--- src/sv/fcpm_pkg.sv ---
`default_nettype none

package fcpm_pkg;

  localparam int PIX_W  = 32;
  localparam int FS_W   = 31;
  localparam int Q_W    = 11;
  localparam int MULT_W = FS_W + Q_W;
  localparam int COMP_W = 8;
  localparam int CFG_IDX_W = 1;

  localparam logic [CFG_IDX_W-1:0] CFG_FULL_SCALE   = 1'b0;
  localparam logic [CFG_IDX_W-1:0] CFG_PALETTE_MODE = 1'b1;

  localparam logic [FS_W-1:0]   FULL_SCALE_RST = 31'd2560;
  localparam logic [Q_W-1:0]    K_COLOR        = 11'd1536;
  localparam logic [Q_W-1:0]    K_MONO         = 11'd255;
  localparam logic [COMP_W-1:0] COMP_MAX       = 8'hFF;
  localparam logic [COMP_W-1:0] COMP_ZERO      = 8'h00;

  typedef enum logic [1:0] {
    PAL_COLOR = 2'd0,
    PAL_MONO  = 2'd1,
    PAL_INV   = 2'd2,
    PAL_OFF   = 2'd3
  } pal_mode_t;

  typedef struct packed {
    pal_mode_t mode;
    logic      neg;
    logic      high;
  } fcpm_ctl_t;

endpackage

`default_nettype wire

--- src/sv/fcpm_front.sv ---
`default_nettype none

module fcpm_front (
  input  wire logic                         clk,
  input  wire logic                         rst,
  input  wire logic                         in_valid,
  output logic                              in_ready,
  input  wire logic [fcpm_pkg::PIX_W-1:0]   in_pixel,
  input  wire logic [fcpm_pkg::FS_W-1:0]    full_scale,
  input  wire fcpm_pkg::pal_mode_t          mode,
  output logic                              out_valid,
  input  wire logic                         out_ready,
  output fcpm_pkg::fcpm_ctl_t               out_ctl,
  output logic [fcpm_pkg::MULT_W-1:0]       out_num
);
  import fcpm_pkg::*;

  logic            a_valid;
  fcpm_ctl_t       a_ctl;
  logic [FS_W-1:0] a_x;
  logic [Q_W-1:0]  a_k;
  logic            a_ready;
  logic            b_ready;
  logic            neg;
  logic [FS_W-1:0] val;
  logic            high;
  logic [FS_W-1:0] x;
  logic [Q_W-1:0]  k;
  logic [MULT_W-1:0] prod;

  // Inverted mono divides (full_scale - val); the others divide val.
  always_comb begin
    neg  = in_pixel[PIX_W-1];
    val  = in_pixel[FS_W-1:0];
    high = !neg && (val >= full_scale);
    x    = (mode == PAL_INV) ? (full_scale - val) : val;
    k    = (mode == PAL_COLOR) ? K_COLOR : K_MONO;
  end

  assign b_ready  = !out_valid || out_ready;
  assign a_ready  = !a_valid || b_ready;
  assign in_ready = a_ready;
  assign prod     = MULT_W'(a_x) * MULT_W'(a_k);

  always_ff @(posedge clk) begin
    if (rst) begin
      a_valid <= 1'b0;
    end else if (a_ready) begin
      a_valid <= in_valid;
    end
    if (a_ready && in_valid) begin
      a_ctl <= '{mode: mode, neg: neg, high: high};
      a_x   <= x;
      a_k   <= k;
    end
  end

  always_ff @(posedge clk) begin
    if (rst) begin
      out_valid <= 1'b0;
    end else if (b_ready) begin
      out_valid <= a_valid;
    end
    if (b_ready && a_valid) begin
      out_ctl <= a_ctl;
      out_num <= prod;
    end
  end

endmodule

`default_nettype wire

--- src/sv/fcpm_div_step.sv ---
`default_nettype none

module fcpm_div_step (
  input  wire logic                      clk,
  input  wire logic                      rst,
  input  wire logic [fcpm_pkg::FS_W-1:0] full_scale,
  input  wire logic                      in_valid,
  output logic                           in_ready,
  input  wire fcpm_pkg::fcpm_ctl_t       in_ctl,
  input  wire logic [fcpm_pkg::FS_W-1:0] in_rem,
  input  wire logic [fcpm_pkg::Q_W-1:0]  in_bits,
  output logic                           out_valid,
  input  wire logic                      out_ready,
  output fcpm_pkg::fcpm_ctl_t            out_ctl,
  output logic [fcpm_pkg::FS_W-1:0]      out_rem,
  output logic [fcpm_pkg::Q_W-1:0]       out_bits
);
  import fcpm_pkg::*;

  logic [FS_W:0]   trial;
  logic [FS_W:0]   diff;
  logic            ge;
  logic [FS_W-1:0] rem_next;
  logic [Q_W-1:0]  bits_next;

  // The numerator's low bits shift out at the top while quotient bits shift in below.
  always_comb begin
    trial     = {in_rem, in_bits[Q_W-1]};
    diff      = trial - {1'b0, full_scale};
    ge        = trial >= {1'b0, full_scale};
    rem_next  = ge ? diff[FS_W-1:0] : trial[FS_W-1:0];
    bits_next = {in_bits[Q_W-2:0], ge};
  end

  assign in_ready = !out_valid || out_ready;

  always_ff @(posedge clk) begin
    if (rst) begin
      out_valid <= 1'b0;
    end else if (in_ready) begin
      out_valid <= in_valid;
    end
    if (in_ready && in_valid) begin
      out_ctl  <= in_ctl;
      out_rem  <= rem_next;
      out_bits <= bits_next;
    end
  end

endmodule

`default_nettype wire

--- src/sv/fcpm_palette.sv ---
`default_nettype none

module fcpm_palette (
  input  wire logic                        clk,
  input  wire logic                        rst,
  input  wire logic                        in_valid,
  output logic                             in_ready,
  input  wire fcpm_pkg::fcpm_ctl_t         in_ctl,
  input  wire logic [fcpm_pkg::Q_W-1:0]    in_q,
  output logic                             out_valid,
  input  wire logic                        out_ready,
  output logic [fcpm_pkg::COMP_W-1:0]      red,
  output logic [fcpm_pkg::COMP_W-1:0]      green,
  output logic [fcpm_pkg::COMP_W-1:0]      blue
);
  import fcpm_pkg::*;

  logic [2:0]          seg;
  logic [COMP_W-1:0]   f;
  logic [COMP_W-1:0]   f_down;
  logic [2*COMP_W:0]   half_lo;
  logic [2*COMP_W:0]   half_hi;
  logic [COMP_W-1:0]   r_next;
  logic [COMP_W-1:0]   g_next;
  logic [COMP_W-1:0]   b_next;

  always_comb begin
    seg     = in_q[Q_W-1:COMP_W];
    f       = in_q[COMP_W-1:0];
    f_down  = (f == COMP_ZERO) ? COMP_ZERO : f - 8'd1;
    half_lo = {9'd0, f} * 17'd255;
    half_hi = {9'd1, f} * 17'd255;
    r_next  = COMP_ZERO;
    g_next  = COMP_ZERO;
    b_next  = COMP_ZERO;
    case (in_ctl.mode)
      PAL_COLOR: begin
        if (in_ctl.neg) begin
          r_next = COMP_ZERO;
        end else if (in_ctl.high) begin
          r_next = COMP_MAX;
          g_next = COMP_MAX;
          b_next = COMP_MAX;
        end else begin
          case (seg)
            3'd0: begin
              b_next = f_down;
            end
            3'd1: begin
              r_next = f_down;
              b_next = COMP_MAX;
            end
            3'd2: begin
              r_next = COMP_MAX;
              b_next = COMP_MAX - f;
            end
            3'd3: begin
              r_next = COMP_MAX;
              g_next = half_lo[2*COMP_W:9];
            end
            3'd4: begin
              r_next = COMP_MAX;
              g_next = half_hi[2*COMP_W:9];
            end
            default: begin
              r_next = COMP_MAX;
              g_next = COMP_MAX;
              b_next = f_down;
            end
          endcase
        end
      end
      PAL_MONO: begin
        r_next = in_ctl.neg ? COMP_ZERO : (in_ctl.high ? COMP_MAX : f);
        g_next = r_next;
        b_next = r_next;
      end
      PAL_INV: begin
        r_next = in_ctl.neg ? COMP_MAX : (in_ctl.high ? COMP_ZERO : f);
        g_next = r_next;
        b_next = r_next;
      end
      default: begin
        r_next = COMP_ZERO;
      end
    endcase
  end

  assign in_ready = !out_valid || out_ready;

  always_ff @(posedge clk) begin
    if (rst) begin
      out_valid <= 1'b0;
    end else if (in_ready) begin
      out_valid <= in_valid;
    end
    if (in_ready && in_valid) begin
      red   <= r_next;
      green <= g_next;
      blue  <= b_next;
    end
  end

endmodule

`default_nettype wire

--- src/sv/false_colour_pixel_map_unit.sv ---
// Pipeline: two front stages (classify and multiply), eleven divider stages of one quotient
// bit each and one palette stage lie between an accepted input beat and its output beat.
// Throughput: one beat per cycle unless stalled; each stage holds one beat until the next is free.
// Reset (rst, synchronous) empties the pipeline and sets full_scale to 2560, mode to colour.
`default_nettype none

module false_colour_pixel_map_unit (
  input  wire logic                          clk,
  input  wire logic                          rst,
  input  wire logic                          cfg_we,
  input  wire logic [fcpm_pkg::CFG_IDX_W-1:0] cfg_index,
  input  wire logic [fcpm_pkg::FS_W-1:0]     cfg_data,
  input  wire logic                          s_axis_tvalid,
  output logic                               s_axis_tready,
  input  wire logic [31:0]                   s_axis_tdata,  // [31:0] pixel_value
  output logic                               m_axis_tvalid,
  input  wire logic                          m_axis_tready,
  output logic [23:0]                        m_axis_tdata   // [7:0] red, [15:8] green, [23:16] blue
);
  import fcpm_pkg::*;

  logic [FS_W-1:0] full_scale;
  pal_mode_t       palette_mode;

  logic            stage_valid [Q_W+1];
  logic            stage_ready [Q_W+1];
  fcpm_ctl_t       stage_ctl   [Q_W+1];
  logic [FS_W-1:0] stage_rem   [Q_W+1];
  logic [Q_W-1:0]  stage_bits  [Q_W+1];
  logic [MULT_W-1:0] num;

  always_ff @(posedge clk) begin
    if (rst) begin
      full_scale   <= FULL_SCALE_RST;
      palette_mode <= PAL_COLOR;
    end else if (cfg_we) begin
      case (cfg_index)
        CFG_FULL_SCALE:   full_scale   <= cfg_data;
        CFG_PALETTE_MODE: palette_mode <= pal_mode_t'(cfg_data[1:0]);
        default:          full_scale   <= full_scale;
      endcase
    end
  end

  fcpm_front u_front (
    .clk        (clk),
    .rst        (rst),
    .in_valid   (s_axis_tvalid),
    .in_ready   (s_axis_tready),
    .in_pixel   (s_axis_tdata),
    .full_scale (full_scale),
    .mode       (palette_mode),
    .out_valid  (stage_valid[0]),
    .out_ready  (stage_ready[0]),
    .out_ctl    (stage_ctl[0]),
    .out_num    (num)
  );

  assign stage_rem[0]  = num[MULT_W-1:Q_W];
  assign stage_bits[0] = num[Q_W-1:0];

  for (genvar i = 0; i < Q_W; i++) begin : g_div
    fcpm_div_step u_step (
      .clk        (clk),
      .rst        (rst),
      .full_scale (full_scale),
      .in_valid   (stage_valid[i]),
      .in_ready   (stage_ready[i]),
      .in_ctl     (stage_ctl[i]),
      .in_rem     (stage_rem[i]),
      .in_bits    (stage_bits[i]),
      .out_valid  (stage_valid[i+1]),
      .out_ready  (stage_ready[i+1]),
      .out_ctl    (stage_ctl[i+1]),
      .out_rem    (stage_rem[i+1]),
      .out_bits   (stage_bits[i+1])
    );
  end

  fcpm_palette u_palette (
    .clk       (clk),
    .rst       (rst),
    .in_valid  (stage_valid[Q_W]),
    .in_ready  (stage_ready[Q_W]),
    .in_ctl    (stage_ctl[Q_W]),
    .in_q      (stage_bits[Q_W]),
    .out_valid (m_axis_tvalid),
    .out_ready (m_axis_tready),
    .red       (m_axis_tdata[7:0]),
    .green     (m_axis_tdata[15:8]),
    .blue      (m_axis_tdata[23:16])
  );

  // A ready sink leaves every stage free to move.
  a_ready_chain: assert property (@(posedge clk) disable iff (rst)
    m_axis_tready |-> s_axis_tready)
    else $error("input stalled while output is ready");

  // The colour quotient stays below six segments.
  a_color_range: assert property (@(posedge clk) disable iff (rst)
    (stage_valid[Q_W] && stage_ctl[Q_W].mode == PAL_COLOR &&
     !stage_ctl[Q_W].neg && !stage_ctl[Q_W].high)
    |-> (stage_bits[Q_W][Q_W-1:Q_W-2] != 2'b11))
    else $error("colour quotient out of range");

  // The grey ramp quotient fits in one component.
  a_mono_range: assert property (@(posedge clk) disable iff (rst)
    (stage_valid[Q_W] &&
     (stage_ctl[Q_W].mode == PAL_MONO || stage_ctl[Q_W].mode == PAL_INV) &&
     !stage_ctl[Q_W].neg && !stage_ctl[Q_W].high)
    |-> (stage_bits[Q_W][Q_W-1:COMP_W] == '0))
    else $error("grey quotient out of range");

endmodule

`default_nettype wire

--- config.mk ---
export PLATFORM = sky130hd
export DESIGN_NAME = false_colour_pixel_map_unit
export DESIGN_NICKNAME = d
export VERILOG_FILES = /design/src/sv/fcpm_pkg.sv /design/src/sv/fcpm_front.sv /design/src/sv/fcpm_div_step.sv /design/src/sv/fcpm_palette.sv /design/src/sv/false_colour_pixel_map_unit.sv
export SDC_FILE = /design/constraint.sdc
export NUM_CORES = 2
export LEC_CHECK = 0
export BUFFER_PORTS_ARGS = -buffer_cell sky130_fd_sc_hd__buf_2
export CORE_ASPECT_RATIO = 1.1
export CORE_MARGIN = 4
export CORE_UTILIZATION = 35
export DETAILED_ROUTE_END_ITERATION = 10
export GPL_ROUTABILITY_DRIVEN = 1
export SLEW_MARGIN = 20
export SYNTH_ARGS = -nofsm -noshare
export SYNTH_HDL_FRONTEND = slang
export SYNTH_SLANG_ARGS = --single-unit
--- constraint.sdc ---
create_clock -name clk -period 6.12 [get_ports clk]
set_clock_uncertainty 0.05 [all_clocks]
set_input_delay 0.612 -clock clk [delete_from_list [all_inputs] [get_ports clk]]
set_output_delay 0.612 -clock clk [all_outputs]
set_load 0.05 [all_outputs]
=== After elaboration in Yosys (flattened, before gate mapping) ===
Index checks and enable logic that the tools add are counted.
Widths: inputs -> output; s select.

* Input port bits: 69
* Output and inout port bits: 26
* Register bits after elaboration: 638

* Mux-type cells: 29
* $add $sub $neg: 13
* Bitwise operators: 1
* Eq/ne operators: 7
* Multiply operators: 3
* Reductions and logical operators: 52
* Order comparisons: 12

{| class="wikitable"
|+ Operator list
! operator !! number
|-
| $ge 32x31->1 || 11
|-
| $mux 31 || 11
|-
| $sub 31x31->31 || 11
|-
| $pmux 8 s3 || 5
|-
| $mux 8 || 11
|-
| $mul 31x11->42 || 1
|-
| $ge 31x31->1 || 1
|-
| $mul 9x8->17 const B || 1
|-
| $mul 8x8->16 const B || 1
|-
| $pmux 8 s2 || 1
|-
| $logic_and 1x1->1 || 15
|-
| $logic_not 1->1 || 15
|-
| $logic_or 1x1->1 || 14
|-
| $mux 11 || 1
|-
| $logic_not 8->1 || 1
|-
| $sub 8x1->8 const B || 1
|-
| $sub 8x8->8 const A || 1
|-
| $eq 3x2->1 const B || 2
|-
| $eq 2x2->1 const B || 2
|-
| $logic_not 2->1 || 2
|-
| $reduce_and 2->1 || 2
|-
| $eq 3x1->1 const B || 1
|-
| $eq 3x3->1 const B || 1
|-
| $logic_not 3->1 || 1
|-
| other kinds (4) || 4
|}

=== Depth between registers and ports, before layout ===
* Depth after elaboration: 16
* Mapped depth: 23
* Mapped depth without buffers: 22

=== Cells and area by module ===
Synthesis repeated with hierarchy kept, for this count alone.

* Cells, all modules: 6160
* Area, all modules: 60917.2 sq um

{| class="wikitable"
|+ Modules (own cells, without submodules)
! module !! area an instance (sq um) !! sequential area each (sq um) !! cells each !! instances
|-
| fcpm_div_step at g_div[0].u_step ... || 3832.4 || 1401.3 || 374 || 10
|-
| fcpm_front || 13394.1 || 2532.4 || 1426 || 1
|-
| fcpm_palette || 4048.9 || 740.7 || 445 || 1
|-
| fcpm_div_step at g_div[2].u_step || 3653.5 || 1401.3 || 401 || 1
|-
| false_colour_pixel_map_unit || 1496.4 || 660.6 || 148 || 1
|}

=== Least setup slack after synthesis ===
OpenSTA, ideal clock, no wires.

* Kind: register to register
* Start point: reg u_front.a_k[7]
* End point: reg u_front.out_num[40] (netlist name) (data pin)
* Data required time: 5.796 ns
* Setup time: 0.274 ns
* Path slack: -0.027 ns
* Data arrival time: 5.823 ns
* Path buffers: 1
* Period minus slack after synthesis: 6.147 ns
* Cell stages (with the launch flop): 24
* Path through: edfxtp_1 clkbuf_1 nand2_1 inv_1 fa_1 fa_1 inv_1 fa_1 inv_1 fa_1 inv_1 fa_1 inv_1 ha_1 and2_1 nand4_1 o211ai_1 nand3_1 a21oi_1 o21ai_0 o31a_1 o21ba_2 o41ai_1 xor2_1

* Cells in the longest elaborated chain, start to end: 1

{| class="wikitable"
|+ RTL lines
! item !! RTL line !! RTL
|-
| from (decl) || fcpm_front.sv:21 || <nowiki>logic [Q_W-1:0] a_k;</nowiki>
|-
| from (signal assigned) || fcpm_front.sv:54 || <nowiki>a_k <= k;</nowiki>
|-
| $mul 31x11->42 || fcpm_front.sv:43 || <nowiki>assign prod = MULT_W'(a_x) * MULT_W'(a_k);</nowiki>
|-
| via u_front.prod[40] || fcpm_front.sv:29 || <nowiki>logic [MULT_W-1:0] prod;</nowiki>
|-
| to (signal assigned) || fcpm_front.sv:66 || <nowiki>out_num <= prod;</nowiki>
|-
| to (decl) || fcpm_front.sv:14 || <nowiki>output logic [fcpm_pkg::MULT_W-1:0] out_num</nowiki>
|}

The timed path passes the listed nets, and every way through them passes these cells.
A chain may end at the register's enable or synchronous reset.

=== Final worst setup path ===
Ends and elaborated chain as after synthesis.

==> impl_results.md <==
* Req. time, crit path at 6.50 ns
* Yosys top cell area share at 33.3%
* Leakage power at 24.8 nW
* Netlist Area Pre-Place at 52600 sq um
* Register area at 18400 sq um
* Worst Hold Class: in2reg
* Flop-to-flop setup slack at 0.11 ns
* Worst setup EP type: register
* Crit start category: register
* Clk slew on worst S/H paths at 0.06 ns
* Die H at 414 um
* Area Growth Syn to Fin at 14.0%
* Fillcell total at 14400
* Synth Instances at 5233
* Initial DRC Count at 2496
* Final wirelength at 150000 um
* Largest family of logic cells by synthesized area: adder cells
* Power density cells at 363 nW/um^2
* Synth Area per Inst at 10.0 sq um
* Post-route ant nets at 0
* Core Box Area at 149000 sq um
* Clock Latency Late Sink at 0.69 ns
* Chip Width at 377 um
* Register area share after synthesis at 35.0%
* CP Max Fanout at 5
* Fin Hold WS at 0.0914 ns
* Count of pins over their slew limit at 0
* Placed cell count at 7365
* Max Freq at 166 MHz
* Vias at 39700
* Gr usage total at 18.7%
* # DRC at 0
* Synth Net Count at 6094
* Routed len/inst at 19.9 um
* Final min period at 6.01 ns
* Clock root buffer: clkbuf_16
* Max Root-Sink Buffers at 3
* Initial Util at 35.4%
* Period utilization at 98.2%
* Post-synth cell types at 92
* Dominant synthesized flop cell: edfxtp_1
* Die Area at 156000 sq um
* Compound-Gate Fraction of Synth Area at 16.4%
* Buffers on Ports at 94
* Adder-Cell Fraction of Synth Area at 22.4%
* Worst Tran Pin Value at 1.15 ns
* Final RePlAce weighted congestion at 0.956
* Vias in the first global route at 39700
* Fraction of layout cells with a size suffix above 1 at 13.6%
* Maxcap violations at 0
* Post-Route Utilization at 40.3%
* Status: complete, no violations
* RSZ-0062 raised after global routing: yes
* Slew headroom at 23.0%
* CP arrival at 6.39 ns
* Post-Synth Simple-Gate Area at 11.2%
* Cell accounting for the most synthesized area: edfxtp_1
* First-pass GRT wire length at 229000 um
* Non-Filler Instances at 7518
* Setup tns final at 0 ns
* Final net count at 6365
* CTS Buf Count at 77
* Detail Placement HPWL at 118000 um
* Largest net degree at the start of global routing at 63
* Num rows at 148
* Ranking of synthesized cells by area: edfxtp_1, ha_1, fa_1
* Area of the multi-input gates at 32100 sq um
* Asr flop ratio synth at 0%
* H-tree depth at 3
* Pre-CTS setup slack at -0.261 ns
* EDFF count, synth at 582
* Commonest non-fill, non-tap cells in the layout: edfxtp_1, inv_1, ha_1, nand2_1, a21oi_1
* Hold Violations, Final at 0
* Warnings from Yosys at 0
* Drt via density at 5.28
* Peak supply drop at 0.358 mV
* #FFs+latches synth at 629
* XOR/XNOR Fraction of Synth Area at 5.45%
* Initial antenna violation count at 14
* CTS sink cnt at 629
* Most common cell after layout, fill and taps aside: edfxtp_1
* I/O Pins at 95
* Drt first pass iters at 8
* Post-route setup slack at 0.110 ns
* Final setup violation count at 0
* Mux contribution to synthesized area at 4.18%
* TritonCTS clock tree: done
* Worst setup path class: reg2reg
* Grt total ovfl at 0
==> logic make-up after synthesis <==
| logic type | count (synthesis) |
|---|---|
| compound gates | 1365 |
| xor+xnor | 327 |
| fa+ha+maj | 792 |
| buf+inv | 708 |
| flops | 629 |
| mux | 179 |
| simple gates | 1233 |
==> path summary, 6_finish.rpt <==
kind / from / endpoint / cells past startpoint
hold reg to reg: g_div[4].u_step.out_bits[2] / g_div[5].u_step.out_bits[3] / 0
setup reg to reg: u_front.a_k[7] / u_front.out_num[40] / 23
hold / removal: cfg_data[11] / full_scale[11] / 2
setup / recovery: u_front.a_k[7] / u_front.out_num[40] / 23
==> repair_timing <==
action | CTS | global route
cloned | 1 | 0
pin swaps | 10 | 71
endpoints found under the setup margin | 6 | 15
hold buffers | 0 | 0
gates resized for setup | 13 | 106
buffers inserted | 3 | 7
==> worst max-delay path: stages (launching register included) <==
cell	delay [ns]
edfxtp_1	0.42
buf_6	0.15
buf_6	0.12
and2_4	0.15
fa_2	0.41
fa_1	0.54
inv_1	0.05
fa_1	0.51
inv_2	0.04
fa_1	0.48
inv_2	0.04
fa_1	0.51
inv_2	0.05
ha_4	0.26
and2_4	0.15
nand4_1	0.12
o211ai_1	0.33
nand3_1	0.19
a21oi_2	0.22
o21ai_2	0.09
o31a_1	0.32
o21ba_4	0.22
o41ai_4	0.29
xor2_1	0.10
==> cell usage after synthesis, drive strengths merged, types with 9 or more instances <==
library cell and n:
nand2 427, nor3b 9, edfxtp 582, a2111oi 12
a21o 182, a211oi 32, dfxtp 47, a21oi 412
o21ai 348, xor2 130, nor3 63, clkbuf 81
o21a 54, fa 250, nor2b 76, buf 32
nand4 50, mux2i 17, a21boi 21, o21bai 41
nand3 81, o31ai 34, and4 9, ha 542
nor4 10, nor2 267, a221oi 12, o211ai 19
o22ai 10, nand2b 69, and3 34, o2111ai 9
o31a 14, and2 63, a31oi 42, xnor2 197
a31o 14, or3 25, o41ai 10, mux2 162
inv 594, or2 13, a211o 21
==> flip-flops by register name, summed over array words and instances, names as in the netlist, 11 cells and up <==
register                cells
full_scale                 31
g_div.u_step.out_bits     121
g_div.u_step.out_ctl       44
g_div.u_step.out_rem      310
g_div.u_step.out_valid     11
u_front.a_x                31
u_front.out_num            42
==> stage by stage <==
step,instance area (sq um),power [mW]
finish,59900,21.8
global route,59900,23.4
floorplan,52600,12.5
detailed placement,56700,15.9
global placement,56700,15.8
CTS,59400,20.8
==> power by group <==
| group | internal (mW) | switching [mW] | total, mW |
|---|---|---|---|
| sequential | 5.36 | 0.167 | 5.52 |
| combinational | 5.41 | 6.12 | 11.5 |
| clock | 2.73 | 1.96 | 4.70 |
| total | 13.5 | 8.25 | 21.8 |
==> layout make-up <==
class                      instances  share of cell area (%)
antenna                            3                  0.0125
clock buffer                      86                    3.31
clock inverter                    54                   0.980
inverter                         595                    3.74
multi-input combinational       3896                    53.6
sequential                       629                    30.7
tap                             1950                    4.07
timing repair buffer             305                    3.54
==> per-layer routing <==
metal / up-vias / track usage [%] / part of all wire, %
li1: 19300 / - / -
met1: 19200 / 22.4 / 41
met2: 894 / 33.1 / 49
met3: 294 / 2.28 / 4.1
met4: 4 / 9.25 / 5.5
met5: - / 0 / 0.021
Power figures use the tool's default switching activity.
